### src/design/dltrh_pkg.sv
// Package for the stored DLT record header parser.
// Holds the phase and field tag codes, the signature constant and the result type.
// No dependencies.
package dltrh_pkg;

  localparam int PhaseW = 4;
  localparam int TagW   = 5;
  localparam int ValueW = 32;

  localparam logic [PhaseW-1:0] PH_HUNT    = 4'd0;
  localparam logic [PhaseW-1:0] PH_SEC     = 4'd1;
  localparam logic [PhaseW-1:0] PH_USEC    = 4'd2;
  localparam logic [PhaseW-1:0] PH_SECU    = 4'd3;
  localparam logic [PhaseW-1:0] PH_HTYP    = 4'd4;
  localparam logic [PhaseW-1:0] PH_MCNT    = 4'd5;
  localparam logic [PhaseW-1:0] PH_LEN     = 4'd6;
  localparam logic [PhaseW-1:0] PH_XECU    = 4'd7;
  localparam logic [PhaseW-1:0] PH_SEID    = 4'd8;
  localparam logic [PhaseW-1:0] PH_TMSP    = 4'd9;
  localparam logic [PhaseW-1:0] PH_MSIN    = 4'd10;
  localparam logic [PhaseW-1:0] PH_NOAR    = 4'd11;
  localparam logic [PhaseW-1:0] PH_APID    = 4'd12;
  localparam logic [PhaseW-1:0] PH_CTID    = 4'd13;
  localparam logic [PhaseW-1:0] PH_PAYLOAD = 4'd14;

  localparam logic [TagW-1:0] TAG_SKIP    = 5'd0;
  localparam logic [TagW-1:0] TAG_SEC     = 5'd1;
  localparam logic [TagW-1:0] TAG_USEC    = 5'd2;
  localparam logic [TagW-1:0] TAG_SECU    = 5'd3;
  localparam logic [TagW-1:0] TAG_HTYP    = 5'd4;
  localparam logic [TagW-1:0] TAG_MCNT    = 5'd5;
  localparam logic [TagW-1:0] TAG_LEN     = 5'd6;
  localparam logic [TagW-1:0] TAG_XECU    = 5'd7;
  localparam logic [TagW-1:0] TAG_SEID    = 5'd8;
  localparam logic [TagW-1:0] TAG_TMSP    = 5'd9;
  localparam logic [TagW-1:0] TAG_VERB    = 5'd10;
  localparam logic [TagW-1:0] TAG_TYPE    = 5'd11;
  localparam logic [TagW-1:0] TAG_SUBTYPE = 5'd12;
  localparam logic [TagW-1:0] TAG_NOAR    = 5'd13;
  localparam logic [TagW-1:0] TAG_APID    = 5'd14;
  localparam logic [TagW-1:0] TAG_CTID    = 5'd15;
  localparam logic [TagW-1:0] TAG_PAYLOAD = 5'd16;
  localparam logic [TagW-1:0] TAG_LENERR  = 5'd17;

  localparam logic [31:0] SIGNATURE = 32'h444C_5401;

  localparam logic [7:0] HT_UEH  = 8'h01;
  localparam logic [7:0] HT_WEID = 8'h04;
  localparam logic [7:0] HT_WSID = 8'h08;
  localparam logic [7:0] HT_WTMS = 8'h10;

  typedef struct packed {
    logic              valid;
    logic [TagW-1:0]   tag;
    logic [ValueW-1:0] value;
    logic              last;
  } result_t;

  // Bytes in the field of each phase, minus one.
  function automatic logic [1:0] field_last_pos(input logic [PhaseW-1:0] ph);
    logic [1:0] pos;
    unique case (ph)
      PH_SEC, PH_USEC, PH_SECU, PH_XECU, PH_SEID, PH_TMSP, PH_APID, PH_CTID: pos = 2'd3;
      PH_LEN:  pos = 2'd1;
      default: pos = 2'd0;
    endcase
    return pos;
  endfunction

endpackage

### src/design/dltrh_parser.sv
// Parse state and per-byte decode logic of the stored DLT record header parser.
// Depends on dltrh_pkg.
module dltrh_parser (
  input  logic                clk,
  input  logic                rst,
  input  logic                step,
  input  logic [7:0]          byte_in,
  output dltrh_pkg::result_t  result
);

  logic [dltrh_pkg::PhaseW-1:0] phase, phase_next;
  logic [23:0] hunt_window, hunt_window_next;
  logic [1:0]  hunt_fill, hunt_fill_next;
  logic [1:0]  byte_in_field, byte_in_field_next;
  logic [31:0] field_assembly, field_assembly_next;
  logic [7:0]  header_flags, header_flags_next;
  logic [15:0] message_length, message_length_next;
  logic [15:0] payload_remaining, payload_remaining_next;

  function automatic logic [dltrh_pkg::PhaseW-1:0] next_phase(
    input logic [dltrh_pkg::PhaseW-1:0] p, input logic [7:0] flags);
    logic [dltrh_pkg::PhaseW-1:0] n;
    n = p + 4'd1;
    if (n == dltrh_pkg::PH_XECU && (flags & dltrh_pkg::HT_WEID) == 8'd0) n = dltrh_pkg::PH_SEID;
    if (n == dltrh_pkg::PH_SEID && (flags & dltrh_pkg::HT_WSID) == 8'd0) n = dltrh_pkg::PH_TMSP;
    if (n == dltrh_pkg::PH_TMSP && (flags & dltrh_pkg::HT_WTMS) == 8'd0) n = dltrh_pkg::PH_MSIN;
    if (n == dltrh_pkg::PH_MSIN && (flags & dltrh_pkg::HT_UEH) == 8'd0) n = dltrh_pkg::PH_PAYLOAD;
    if (n > dltrh_pkg::PH_PAYLOAD) n = dltrh_pkg::PH_PAYLOAD;
    return n;
  endfunction

  always_comb begin
    logic [31:0] cand;
    logic [31:0] fa;
    logic [4:0]  hdr;
    logic [dltrh_pkg::PhaseW-1:0] nxt;
    logic        restart;

    phase_next             = phase;
    hunt_window_next       = hunt_window;
    hunt_fill_next         = hunt_fill;
    byte_in_field_next     = byte_in_field;
    field_assembly_next    = field_assembly;
    header_flags_next      = header_flags;
    message_length_next    = message_length;
    payload_remaining_next = payload_remaining;
    result                 = '0;
    cand    = {hunt_window, byte_in};
    fa      = '0;
    hdr     = 5'd4;
    nxt     = dltrh_pkg::PH_HUNT;
    restart = 1'b0;

    if (phase == dltrh_pkg::PH_HUNT || phase > dltrh_pkg::PH_PAYLOAD) begin
      phase_next = dltrh_pkg::PH_HUNT;
      if (hunt_fill != 2'd3) begin
        hunt_window_next = cand[23:0];
        hunt_fill_next   = hunt_fill + 2'd1;
      end else if (cand == dltrh_pkg::SIGNATURE) begin
        phase_next          = dltrh_pkg::PH_SEC;
        byte_in_field_next  = '0;
        field_assembly_next = '0;
        hunt_window_next    = '0;
        hunt_fill_next      = '0;
      end else begin
        result.valid     = 1'b1;
        result.tag       = dltrh_pkg::TAG_SKIP;
        result.value     = {24'd0, hunt_window[23:16]};
        hunt_window_next = cand[23:0];
      end
    end else if (phase == dltrh_pkg::PH_PAYLOAD) begin
      result.valid = 1'b1;
      result.tag   = dltrh_pkg::TAG_PAYLOAD;
      result.value = {24'd0, byte_in};
      result.last  = (payload_remaining <= 16'd1);
      if (payload_remaining <= 16'd1) begin
        payload_remaining_next = '0;
        restart                = 1'b1;
      end else begin
        payload_remaining_next = payload_remaining - 16'd1;
      end
    end else begin
      // Storage header times are little-endian; everything else shifts in MSB first.
      if (phase == dltrh_pkg::PH_SEC || phase == dltrh_pkg::PH_USEC) begin
        fa = {byte_in, field_assembly[31:8]};
      end else begin
        fa = {field_assembly[23:0], byte_in};
      end
      field_assembly_next = fa;

      if (byte_in_field != dltrh_pkg::field_last_pos(phase)) begin
        byte_in_field_next = byte_in_field + 2'd1;
        if (phase == dltrh_pkg::PH_APID && byte_in_field == 2'd0) begin
          result.valid = 1'b1;
          result.tag   = dltrh_pkg::TAG_SUBTYPE;
          result.value = {28'd0, message_length[7:4]};
        end else if (phase == dltrh_pkg::PH_APID && byte_in_field == 2'd1) begin
          result.valid = 1'b1;
          result.tag   = dltrh_pkg::TAG_NOAR;
          result.value = {24'd0, message_length[15:8]};
        end
      end else begin
        result.valid = 1'b1;
        result.value = fa;
        unique case (phase)
          dltrh_pkg::PH_SEC:  result.tag = dltrh_pkg::TAG_SEC;
          dltrh_pkg::PH_USEC: result.tag = dltrh_pkg::TAG_USEC;
          dltrh_pkg::PH_SECU: result.tag = dltrh_pkg::TAG_SECU;
          dltrh_pkg::PH_HTYP: begin
            result.tag        = dltrh_pkg::TAG_HTYP;
            result.value      = {24'd0, byte_in};
            header_flags_next = byte_in;
          end
          dltrh_pkg::PH_MCNT: begin
            result.tag   = dltrh_pkg::TAG_MCNT;
            result.value = {24'd0, byte_in};
          end
          dltrh_pkg::PH_LEN: begin
            if ((header_flags & dltrh_pkg::HT_WEID) != 8'd0) hdr = hdr + 5'd4;
            if ((header_flags & dltrh_pkg::HT_WSID) != 8'd0) hdr = hdr + 5'd4;
            if ((header_flags & dltrh_pkg::HT_WTMS) != 8'd0) hdr = hdr + 5'd4;
            if ((header_flags & dltrh_pkg::HT_UEH) != 8'd0)  hdr = hdr + 5'd10;
            message_length_next = fa[15:0];
            result.value        = {16'd0, fa[15:0]};
            if (fa[15:0] < {11'd0, hdr}) begin
              result.tag             = dltrh_pkg::TAG_LENERR;
              payload_remaining_next = '0;
            end else begin
              result.tag             = dltrh_pkg::TAG_LEN;
              payload_remaining_next = fa[15:0] - {11'd0, hdr};
            end
          end
          dltrh_pkg::PH_XECU: result.tag = dltrh_pkg::TAG_XECU;
          dltrh_pkg::PH_SEID: result.tag = dltrh_pkg::TAG_SEID;
          dltrh_pkg::PH_TMSP: result.tag = dltrh_pkg::TAG_TMSP;
          dltrh_pkg::PH_MSIN: begin
            result.tag          = dltrh_pkg::TAG_VERB;
            result.value        = {31'd0, byte_in[0]};
            message_length_next = {8'd0, byte_in};
          end
          dltrh_pkg::PH_NOAR: begin
            result.tag          = dltrh_pkg::TAG_TYPE;
            result.value        = {29'd0, message_length[3:1]};
            message_length_next = {byte_in, message_length[7:0]};
          end
          dltrh_pkg::PH_APID: result.tag = dltrh_pkg::TAG_APID;
          default:            result.tag = dltrh_pkg::TAG_CTID;
        endcase

        nxt = next_phase(phase, header_flags_next);
        if (nxt == dltrh_pkg::PH_PAYLOAD && payload_remaining_next == 16'd0) begin
          result.last = 1'b1;
          restart     = 1'b1;
        end else begin
          phase_next          = nxt;
          byte_in_field_next  = '0;
          field_assembly_next = '0;
        end
      end
    end

    if (restart) begin
      phase_next          = dltrh_pkg::PH_HUNT;
      hunt_window_next    = '0;
      hunt_fill_next      = '0;
      byte_in_field_next  = '0;
      field_assembly_next = '0;
    end
  end

  always_ff @(posedge clk) begin
    if (rst) begin
      phase             <= dltrh_pkg::PH_HUNT;
      hunt_window       <= '0;
      hunt_fill         <= '0;
      byte_in_field     <= '0;
      field_assembly    <= '0;
      header_flags      <= '0;
      message_length    <= '0;
      payload_remaining <= '0;
    end else if (step) begin
      phase             <= phase_next;
      hunt_window       <= hunt_window_next;
      hunt_fill         <= hunt_fill_next;
      byte_in_field     <= byte_in_field_next;
      field_assembly    <= field_assembly_next;
      header_flags      <= header_flags_next;
      message_length    <= message_length_next;
      payload_remaining <= payload_remaining_next;
    end
  end

endmodule

### src/design/dlt_record_header_parser_top.sv
// Stored DLT record header parser: an accepted byte goes through the input register,
// then its result through the result register on the master side.
// Throughput is one byte per cycle unless the master side stalls; a byte that yields
// no field takes its cycle too. The parse state sits between the two registers and
// is updated once per byte. Reset (rst, synchronous) empties both registers and
// restarts the signature hunt. Depends on dltrh_pkg and dltrh_parser.
module dlt_record_header_parser_top (
  input  logic        clk,
  input  logic        rst,
  input  logic        s_tvalid,
  output logic        s_tready,
  input  logic [7:0]  s_tdata,   // [7:0] data_byte
  output logic        m_tvalid,
  input  logic        m_tready,
  output logic [31:0] m_tdata,   // [31:0] field_value
  output logic [4:0]  m_tuser,   // [4:0] field_tag
  output logic        m_tlast    // record_end
);

  logic               in_valid;
  logic [7:0]         in_byte;
  logic               out_valid;
  logic [4:0]         out_tag;
  logic [31:0]        out_value;
  logic               out_end;
  logic               advance;
  dltrh_pkg::result_t result;

  // The held byte is decoded once the result register can take its outcome.
  assign advance  = in_valid && (!out_valid || m_tready);
  assign s_tready = !in_valid || advance;

  dltrh_parser u_parser (
    .clk     (clk),
    .rst     (rst),
    .step    (advance),
    .byte_in (in_byte),
    .result  (result)
  );

  always_ff @(posedge clk) begin
    if (rst) begin
      in_valid <= 1'b0;
    end else begin
      in_valid <= (in_valid && !advance) || (s_tvalid && s_tready);
    end
  end

  always_ff @(posedge clk) begin
    if (s_tvalid && s_tready) begin
      in_byte <= s_tdata;
    end
  end

  always_ff @(posedge clk) begin
    if (rst) begin
      out_valid <= 1'b0;
    end else if (advance) begin
      out_valid <= result.valid;
    end else if (m_tready) begin
      out_valid <= 1'b0;
    end
  end

  always_ff @(posedge clk) begin
    if (advance && result.valid) begin
      out_tag   <= result.tag;
      out_value <= result.value;
      out_end   <= result.last;
    end
  end

  assign m_tvalid = out_valid;
  assign m_tdata  = out_value;
  assign m_tuser  = out_tag;
  assign m_tlast  = out_end;

endmodule

### config.mk
export PLATFORM = sky130hd
export DESIGN_NAME = dlt_record_header_parser_top
export DESIGN_NICKNAME = d
export VERILOG_FILES = /design/src/design/dltrh_pkg.sv /design/src/design/dltrh_parser.sv /design/src/design/dlt_record_header_parser_top.sv
export SDC_FILE = /design/constraint.sdc
export NUM_CORES = 1
export LEC_CHECK = 0
export ABC_AREA = 1
export BUFFER_PORTS_ARGS = -buffer_cell sky130_fd_sc_hd__buf_4
export CORE_MARGIN = 3
export CORE_UTILIZATION = 61
export DETAILED_ROUTE_END_ITERATION = 12
export HOLD_SLACK_MARGIN = 0.12
export PLACE_DENSITY = 0.8
export SLEW_MARGIN = 20
export SYNTH_ARGS = -nofsm -noshare
export SYNTH_HDL_FRONTEND = slang
export SYNTH_SLANG_ARGS = --single-unit
export TNS_END_PERCENT = 50
### constraint.sdc
create_clock -name clk -period 4.9 [get_ports clk]
set_clock_uncertainty 0.15 [all_clocks]
set_input_delay 1.225 -clock clk [delete_from_list [all_inputs] [get_ports clk]]
set_output_delay 1.225 -clock clk [all_outputs]
set_load 0.1 [all_outputs]
-- Yosys cells after proc, flatten, opt, wreduce, memory -nomap -nowiden
Memories as Yosys holds them, arrays and structs flattened. A register that Yosys moved wholly into a read port is not among the register bits.
Cells that the tools add are included.
- add/subtract/negate cells: 8
- $lt $le $gt $ge: 4
- bitwise logic cells: 4
- equality and inequality tests: 29
- reductions and logical operators: 41
- multiplexer cells: 105
- operators by type and width (kind ; count):
    32-bit 2-to-1 mux ; 10
    38-bit 2-to-1 mux ; 6
    16-bit 2-to-1 mux ; 8
    32-bit one-hot mux with 4 select lines ; 1
    5-bit 2-to-1 mux ; 24
    4-bit 2-to-1 mux ; 29
    24-bit 2-to-1 mux ; 4
    5-bit one-hot mux with 12 select lines ; 1
    16-bit one-hot mux with 3 select lines ; 1
    4-bit == test, second input constant ; 10
    39-bit 2-to-1 mux ; 1
    32-bit by 31-bit == test with 1-bit output, second input constant ; 1
    8-bit zero test ; 4
    2-bit 2-to-1 mux ; 12
    4-bit by 3-bit == test with 1-bit output, second input constant ; 5
    16-bit by 1-bit less-or-equal comparator with 1-bit output, second input constant ; 1
    16-bit zero test ; 1
    16-bit by 5-bit < comparator with 1-bit output ; 1
    16-bit by 1-bit subtractor with 16-bit output, second input constant ; 1
    16-bit by 5-bit subtractor with 16-bit output ; 1
    4-bit AND reduction ; 3
    1-bit logical AND ; 11
    5-bit by 3-bit adder with 5-bit output, second input constant ; 2
    5-bit AND reduction ; 2
    other kinds (25) ; 51
- ROM bits: 32
- logic and storage cells: 207
- bits of input ports: 12
- register bits after elaboration: 148
- output and inout bits: 40
- memories kept: 1
- memories (name ; depth ; bits a word ; read ports ; clocked after Yosys merged registers in ; wr ports ; line ; RTL):
    (name not given) ; 16 ; 2 ; 1 ; 1 ; 0 ; dltrh_pkg.sv:62 ; unique case (ph)

-- Longest topological paths before layout
- depth in word-level cells: 46
- mapped depth: 38
- depth with buffers taken out: 37

-- By module
A second synthesis with hierarchy kept.
- cell total of the unflattened synthesis: 1133
- area, all modules: 8296.7 sq um
- modules (own cells, without submodules) (module ; seq. area each (sq um) ; area an instance (sq um) ; cells each ; instances):
    dltrh_parser ; 2021.9 ; 6810.3 ; 1069 ; 1
    dlt_record_header_parser_top ; 1421.4 ; 1486.4 ; 64 ; 1

-- Least setup slack after synthesis
OpenSTA, ideal clock, no wires.
- path kind: register to register
- start point: reg u_parser.phase[0] (netlist name)
- end point: reg u_parser.hunt_window[11]
- path slack: 0.677 ns
- data arrival time: 3.956 ns
- stages on the path, launching flop included: 35
- path buffers: 3
- library setup time: 0.117 ns
- cells stage by stage: dfxtp_1 -> inv_1 -> ha_1 -> inv_2 -> nand2_4 -> nand2_4 -> buf_2 -> inv_1 -> nand2_1 -> o21ai_0 -> fa_1 -> nand2_1 -> nand2_1 -> a21oi_1 -> nand2_1 -> nor2_1 -> nand3_1 -> nand2_1 -> nor2_1 -> nor2_1 -> nand2_1 -> nor2_1 -> nand2_1 -> nor2_1 -> nand2_1 -> nand2_2 -> nand2_2 -> inv_2 -> nor2_4 -> nor2_4 -> inv_2 -> buf_6 -> buf_6 -> a21oi_2 -> nor2_1
- longest elaborated chain between the ends: 42
- elaborated cells on any way between the ends: 67
- those cells by class: add/sub (2); order compare (3); eq/ne (10); mux (37); reduce/logical (15)
- ends and longest elaborated chain (element ; line ; RTL):
    start: declaration ; dltrh_parser.sv:11 ; logic [dltrh_pkg::PhaseW-1:0] phase, phase_next;
    start signal: assignment ; dltrh_parser.sv:173 ; phase <= dltrh_pkg::PH_HUNT;
    start signal: assignment ; dltrh_parser.sv:182 ; phase <= phase_next;
    4-bit by 3-bit == test with 1-bit output ; dltrh_parser.sv:105 ; unique case (phase)
    5-bit 2-to-1 mux ; dltrh_parser.sv:105 ;
    5-bit 2-to-1 mux ; dltrh_parser.sv:91 ; if (byte_in_field != dltrh_pkg::field_last_pos(phase)) begin
    5-bit 2-to-1 mux ; dltrh_parser.sv:71 ; end else if (phase == dltrh_pkg::PH_PAYLOAD) begin
    5-bit 2-to-1 mux ; dltrh_parser.sv:54 ; if (phase == dltrh_pkg::PH_HUNT || phase > dltrh_pkg::PH_PAYLOAD) begin
    8-bit zero test ; dltrh_parser.sv:24 ; if (n == dltrh_pkg::PH_XECU && (flags & dltrh_pkg::HT_WEID) == 8'd0) n = dltrh_pkg::PH_SEID;
    1-bit logical AND ; dltrh_parser.sv:24 ;
    4-bit 2-to-1 mux ; dltrh_parser.sv:24 ;
    [26 not listed] ; n/a ;
    4-bit == test ; dltrh_parser.sv:151 ; if (nxt == dltrh_pkg::PH_PAYLOAD && payload_remaining_next == 16'd0) begin
    1-bit logical AND ; dltrh_parser.sv:151 ;
    1-bit 2-to-1 mux ; dltrh_parser.sv:151 ;
    1-bit 2-to-1 mux ; dltrh_parser.sv:91 ;
    1-bit 2-to-1 mux ; dltrh_parser.sv:71 ;
    1-bit 2-to-1 mux ; dltrh_parser.sv:54 ;
    2-bit nonzero test (no line) ; n/a ;
    2-bit AND reduction (no line) ; n/a ;
    end signal: assignment ; dltrh_parser.sv:183 ; hunt_window <= hunt_window_next;
    end: declaration ; dltrh_parser.sv:12 ; logic [23:0] hunt_window, hunt_window_next;
Parallel ways exist; a longest one is shown, timed or not. The select of a mux whose other input is x is not followed.
A chain may end at the register's enable or synchronous reset.

-- Worst setup path after layout
- start point: reg u_parser.phase[0] (netlist name)
- end point: reg u_parser.hunt_window[13]
The elaborated chain is that of the path after synthesis.

==> key figures <==
Outcome
  – Status: finished, final reports clean

Detailed routing
  – Via Count: 8,193
  – Final wirelength: approximately 24 mm
  – First drt pass iteration count: 6
  – First-iteration detailed-routing DRC count: roughly 930
  – Via-per-instance ratio: ~5.9
  – DR WL/cell: 17.5 um
  – DRC viols: 0
  – Post-DRT Antenna Nets: 0

Timing
  – Max-slew violations: 0
  – Hold WS: 0.314 ns
  – Max Freq: 221 MHz
  – Rel. slew slack: 0.358
  – Worst setup margin: roughly 0.37 ns
  – Post-layout min period: 4.53 ns
  – Finish-stage setup viols: 0
  – Final Cycle Share: 0.924
  – Final count of hold timing violations: 0
  – Worst Tran Pin Value: 0.959 ns

Placement
  – Gpl congestion: between 1 and 1.5
  – Placed Area: roughly 8900 um^2
  – Port bufs: 51
  – Dpl hpwl: 17.1 mm
  – DP Worst Slack: roughly 0.25 ns

Logic synthesis
  – Syn Nets: ~1,200
  – Mapped Cells: around 1,100
  – Syn_area_per_cell: 7.32 um^2
  – Area leader, netlist: dfxtp_1
  – Synth top area share: 0.245
  – Sequential share of the synthesized area: 0.410
  – Top_reg_cell synth: dfxtp_1
  – Synth unique cells: approximately 50
  – Flops & latches, synth: 149
  – EDFF count, synth: 46
  – Mapped Area: approximately 8400 um^2
  – Synth area leaders: dfxtp_1 25%, edfxtp_1 16%, nand2_1 13%, inv_1 5.8%, o21ai_0 5.1%
  – Warning count from the yosys run: 0
  – Async SR Flop Fraction: 0

Die
  – Horiz. Die Dim: 123 um
  – # IOs: 52
  – Die Area: 15,200 um^2
  – Chip height: 123 um
  – Core area: 13,300 um^2
  – Num rows: 42
  – Initial core utilization: 0.630

Setup path
  – Critical Path Sink Type: register
  – Slowest cell on crit path: fa_1
  – Worst Path Arrival: 4.70 ns
  – Critical path buffer and inverter count: 7
  – CP peak stage delay: 0.44 ns
  – CP top delay family: simple AND/OR/NAND/NOR gates
  – Critical Path RT: 5.07 ns
  – Cell mode on critical path: nand2_1
  – Max FO, Critical Path: 29
  – Setup CP Type: reg2reg
  – Worst Setup Start Kind: register

Power and ir drop
  – VDD IR max: 0.345 mV
  – Static Leak: 4.03 nW
  – Total power: 4.25 mW
  – Pwr/cell area: 446 nW/um^2

Clock tree
  – TritonCTS clock tree: done
  – Clk pin slew, worst setup/hold paths: 0.06 ns
  – Clock root cell: clkbuf_16
  – Hold Buf Count CTS: 0
  – H-tree levels: 4
  – CTS Buffer Depth: 2
  – Clk Latency, worst-skew pair: 0.43 ns
  – CTS sink cnt: 149
  – TritonCTS buffer count: 17

Layout
  – Post-route cell area: 9530 um^2
  – Final Net Count: 1,224
  – Most common cell after layout, fill and taps aside: nand2_1
  – Layout cells sized above 1: 0.146
  – # fillers: 1,117
  – Antenna cells: 0
  – Most frequent cells in the layout: 296 x nand2_1, 130 x inv_1, 104 x nor2_1, 101 x dfxtp_1, 82 x o21ai_0
  – Layout Area Growth over Synthesis: 13.4%

Global route
  – Initial antenna violation count: 0
  – Gr usage total: 0.331
  – Largest net degree at the start of global routing: between 40 and 50
  – First-pass GRT wire length: 38.5 mm
  – Vias in the first global route: 7,522
  – Grt total ovfl: 0

Job
  – MaxCap Viol Count: 0

Min path
  – HP Class: reg2reg
## area by class of cell
type | count | area (um^2) | area share
Clock buffer | 20 | 458 | 0.0480
Clock inverter | 12 | 77.6 | 0.00814
Inverter | 138 | 522 | 0.0547
Multi-Input combinational cell | 815 | 4240 | 0.445
Sequential cell | 149 | 3450 | 0.361
Tap cell | 176 | 220 | 0.0231
Timing Repair Buffer | 74 | 568 | 0.0596
## cells by family after synthesis
| kind of cell | Yosys count | share of synthesized area |
|---|---|---|
| XOR/XNOR | 18 | 0.0188 |
| buffers and inverters | 185 | 0.0912 |
| adder cells (fa/ha/maj) | 17 | 0.0262 |
| flip-flops | 149 | 0.410 |
| AND/OR/NAND/NOR | 545 | 0.286 |
| AO/OA/AOI/OAI | 235 | 0.168 |
## power breakdown
part	switching (mW)	internal, mW
registers	0.0851	1.39
logic	1.13	0.459
clock network	0.514	0.673
## synthesized netlist by cell type, types with 3 or more instances
cell and n:
nand3_1 61, edfxtp_1 46, dfxtp_1 103, o211ai_1 7, buf_6 7, nand2_1 297, nand4_1 9, buf_4 3
or2_2 3, nand3_2 4, nand2_2 14, buf_2 7, a31oi_1 17, nor3_1 10, nor4_1 7, nor2_1 106
a21oi_1 68, o21ai_0 85, nand2_4 4, a21oi_2 10, clkbuf_1 28, a221oi_1 16, nand3b_1 11, a22o_1 3
nor2_2 9, ha_1 16, xor2_1 13, inv_2 5, a21boi_0 3, a211oi_1 6, o21ai_1 4, inv_1 131
nor2_4 5, a32oi_1 4, xnor2_1 5
## sequential cells by signal, summed over array words and instances (netlist names), 2 cells and up, named ones only
register,cells
m_tdata,32
u_parser.phase,4
u_parser.hunt_fill,2
u_parser.payload_remaining,16
u_parser.field_assembly,32
m_tuser,5
u_parser.header_flags,4
in_byte,8
u_parser.message_length,15
u_parser.byte_in_field,2
u_parser.hunt_window,24
## stage by stage
step | setup TNS (ns) | instances | utilization
5_1_grt | -0.0372 | 1384 | 0.714
3_5_place_dp | 0 | 1351 | 0.670
6_report | 0 | 1384 | 0.714
4_1_cts | 0 | 1383 | 0.711
2_1_floorplan | 0 | 1149 | -
3_3_place_gp | 0 | 1351 | 0.670
## worst register-to-register path, delay by kind of cell, from the launching register on
family                   cells  cell delay, ns
flip-flops                   1            0.35
AND/OR/NAND/NOR             21            1.82
AO/OA/AOI/OAI                3            0.53
buffers and inverters        7            0.88
adder cells (fa/ha/maj)      2            0.67
## final timing paths
path,slack [ns],from,cells after the start,endpoint
worst max-delay path,0.37,u_parser.phase[0]$_SDFFE_PP0N_,33,u_parser.hunt_window[13]$_SDFFE_PP0P_
worst min-delay path,0.31,u_parser.field_assembly[25]$_SDFFE_PP0P_,2,u_parser.field_assembly[25]$_SDFFE_PP0P_
worst min register to register,0.31,u_parser.field_assembly[25]$_SDFFE_PP0P_,2,u_parser.field_assembly[25]$_SDFFE_PP0P_
worst max register to register,0.37,u_parser.phase[0]$_SDFFE_PP0N_,33,u_parser.hunt_window[13]$_SDFFE_PP0P_
## per-layer routing
layer / vias to the layer above / track usage / wire length (um)
met5: - / 0 / 0
met4: 0 / 0.168 / 1050
met3: 90 / 0.0618 / 2200
met2: 437 / 0.506 / 11000
met1: 3763 / 0.447 / 9940
li1: 3903 / - / -
## what timing repair did
action                     CTS  global route
gates resized for setup      0            15
setup endpoints to repair    0            64
buffers inserted             0             1
No activity file was read; power rests on OpenSTA's default activity.
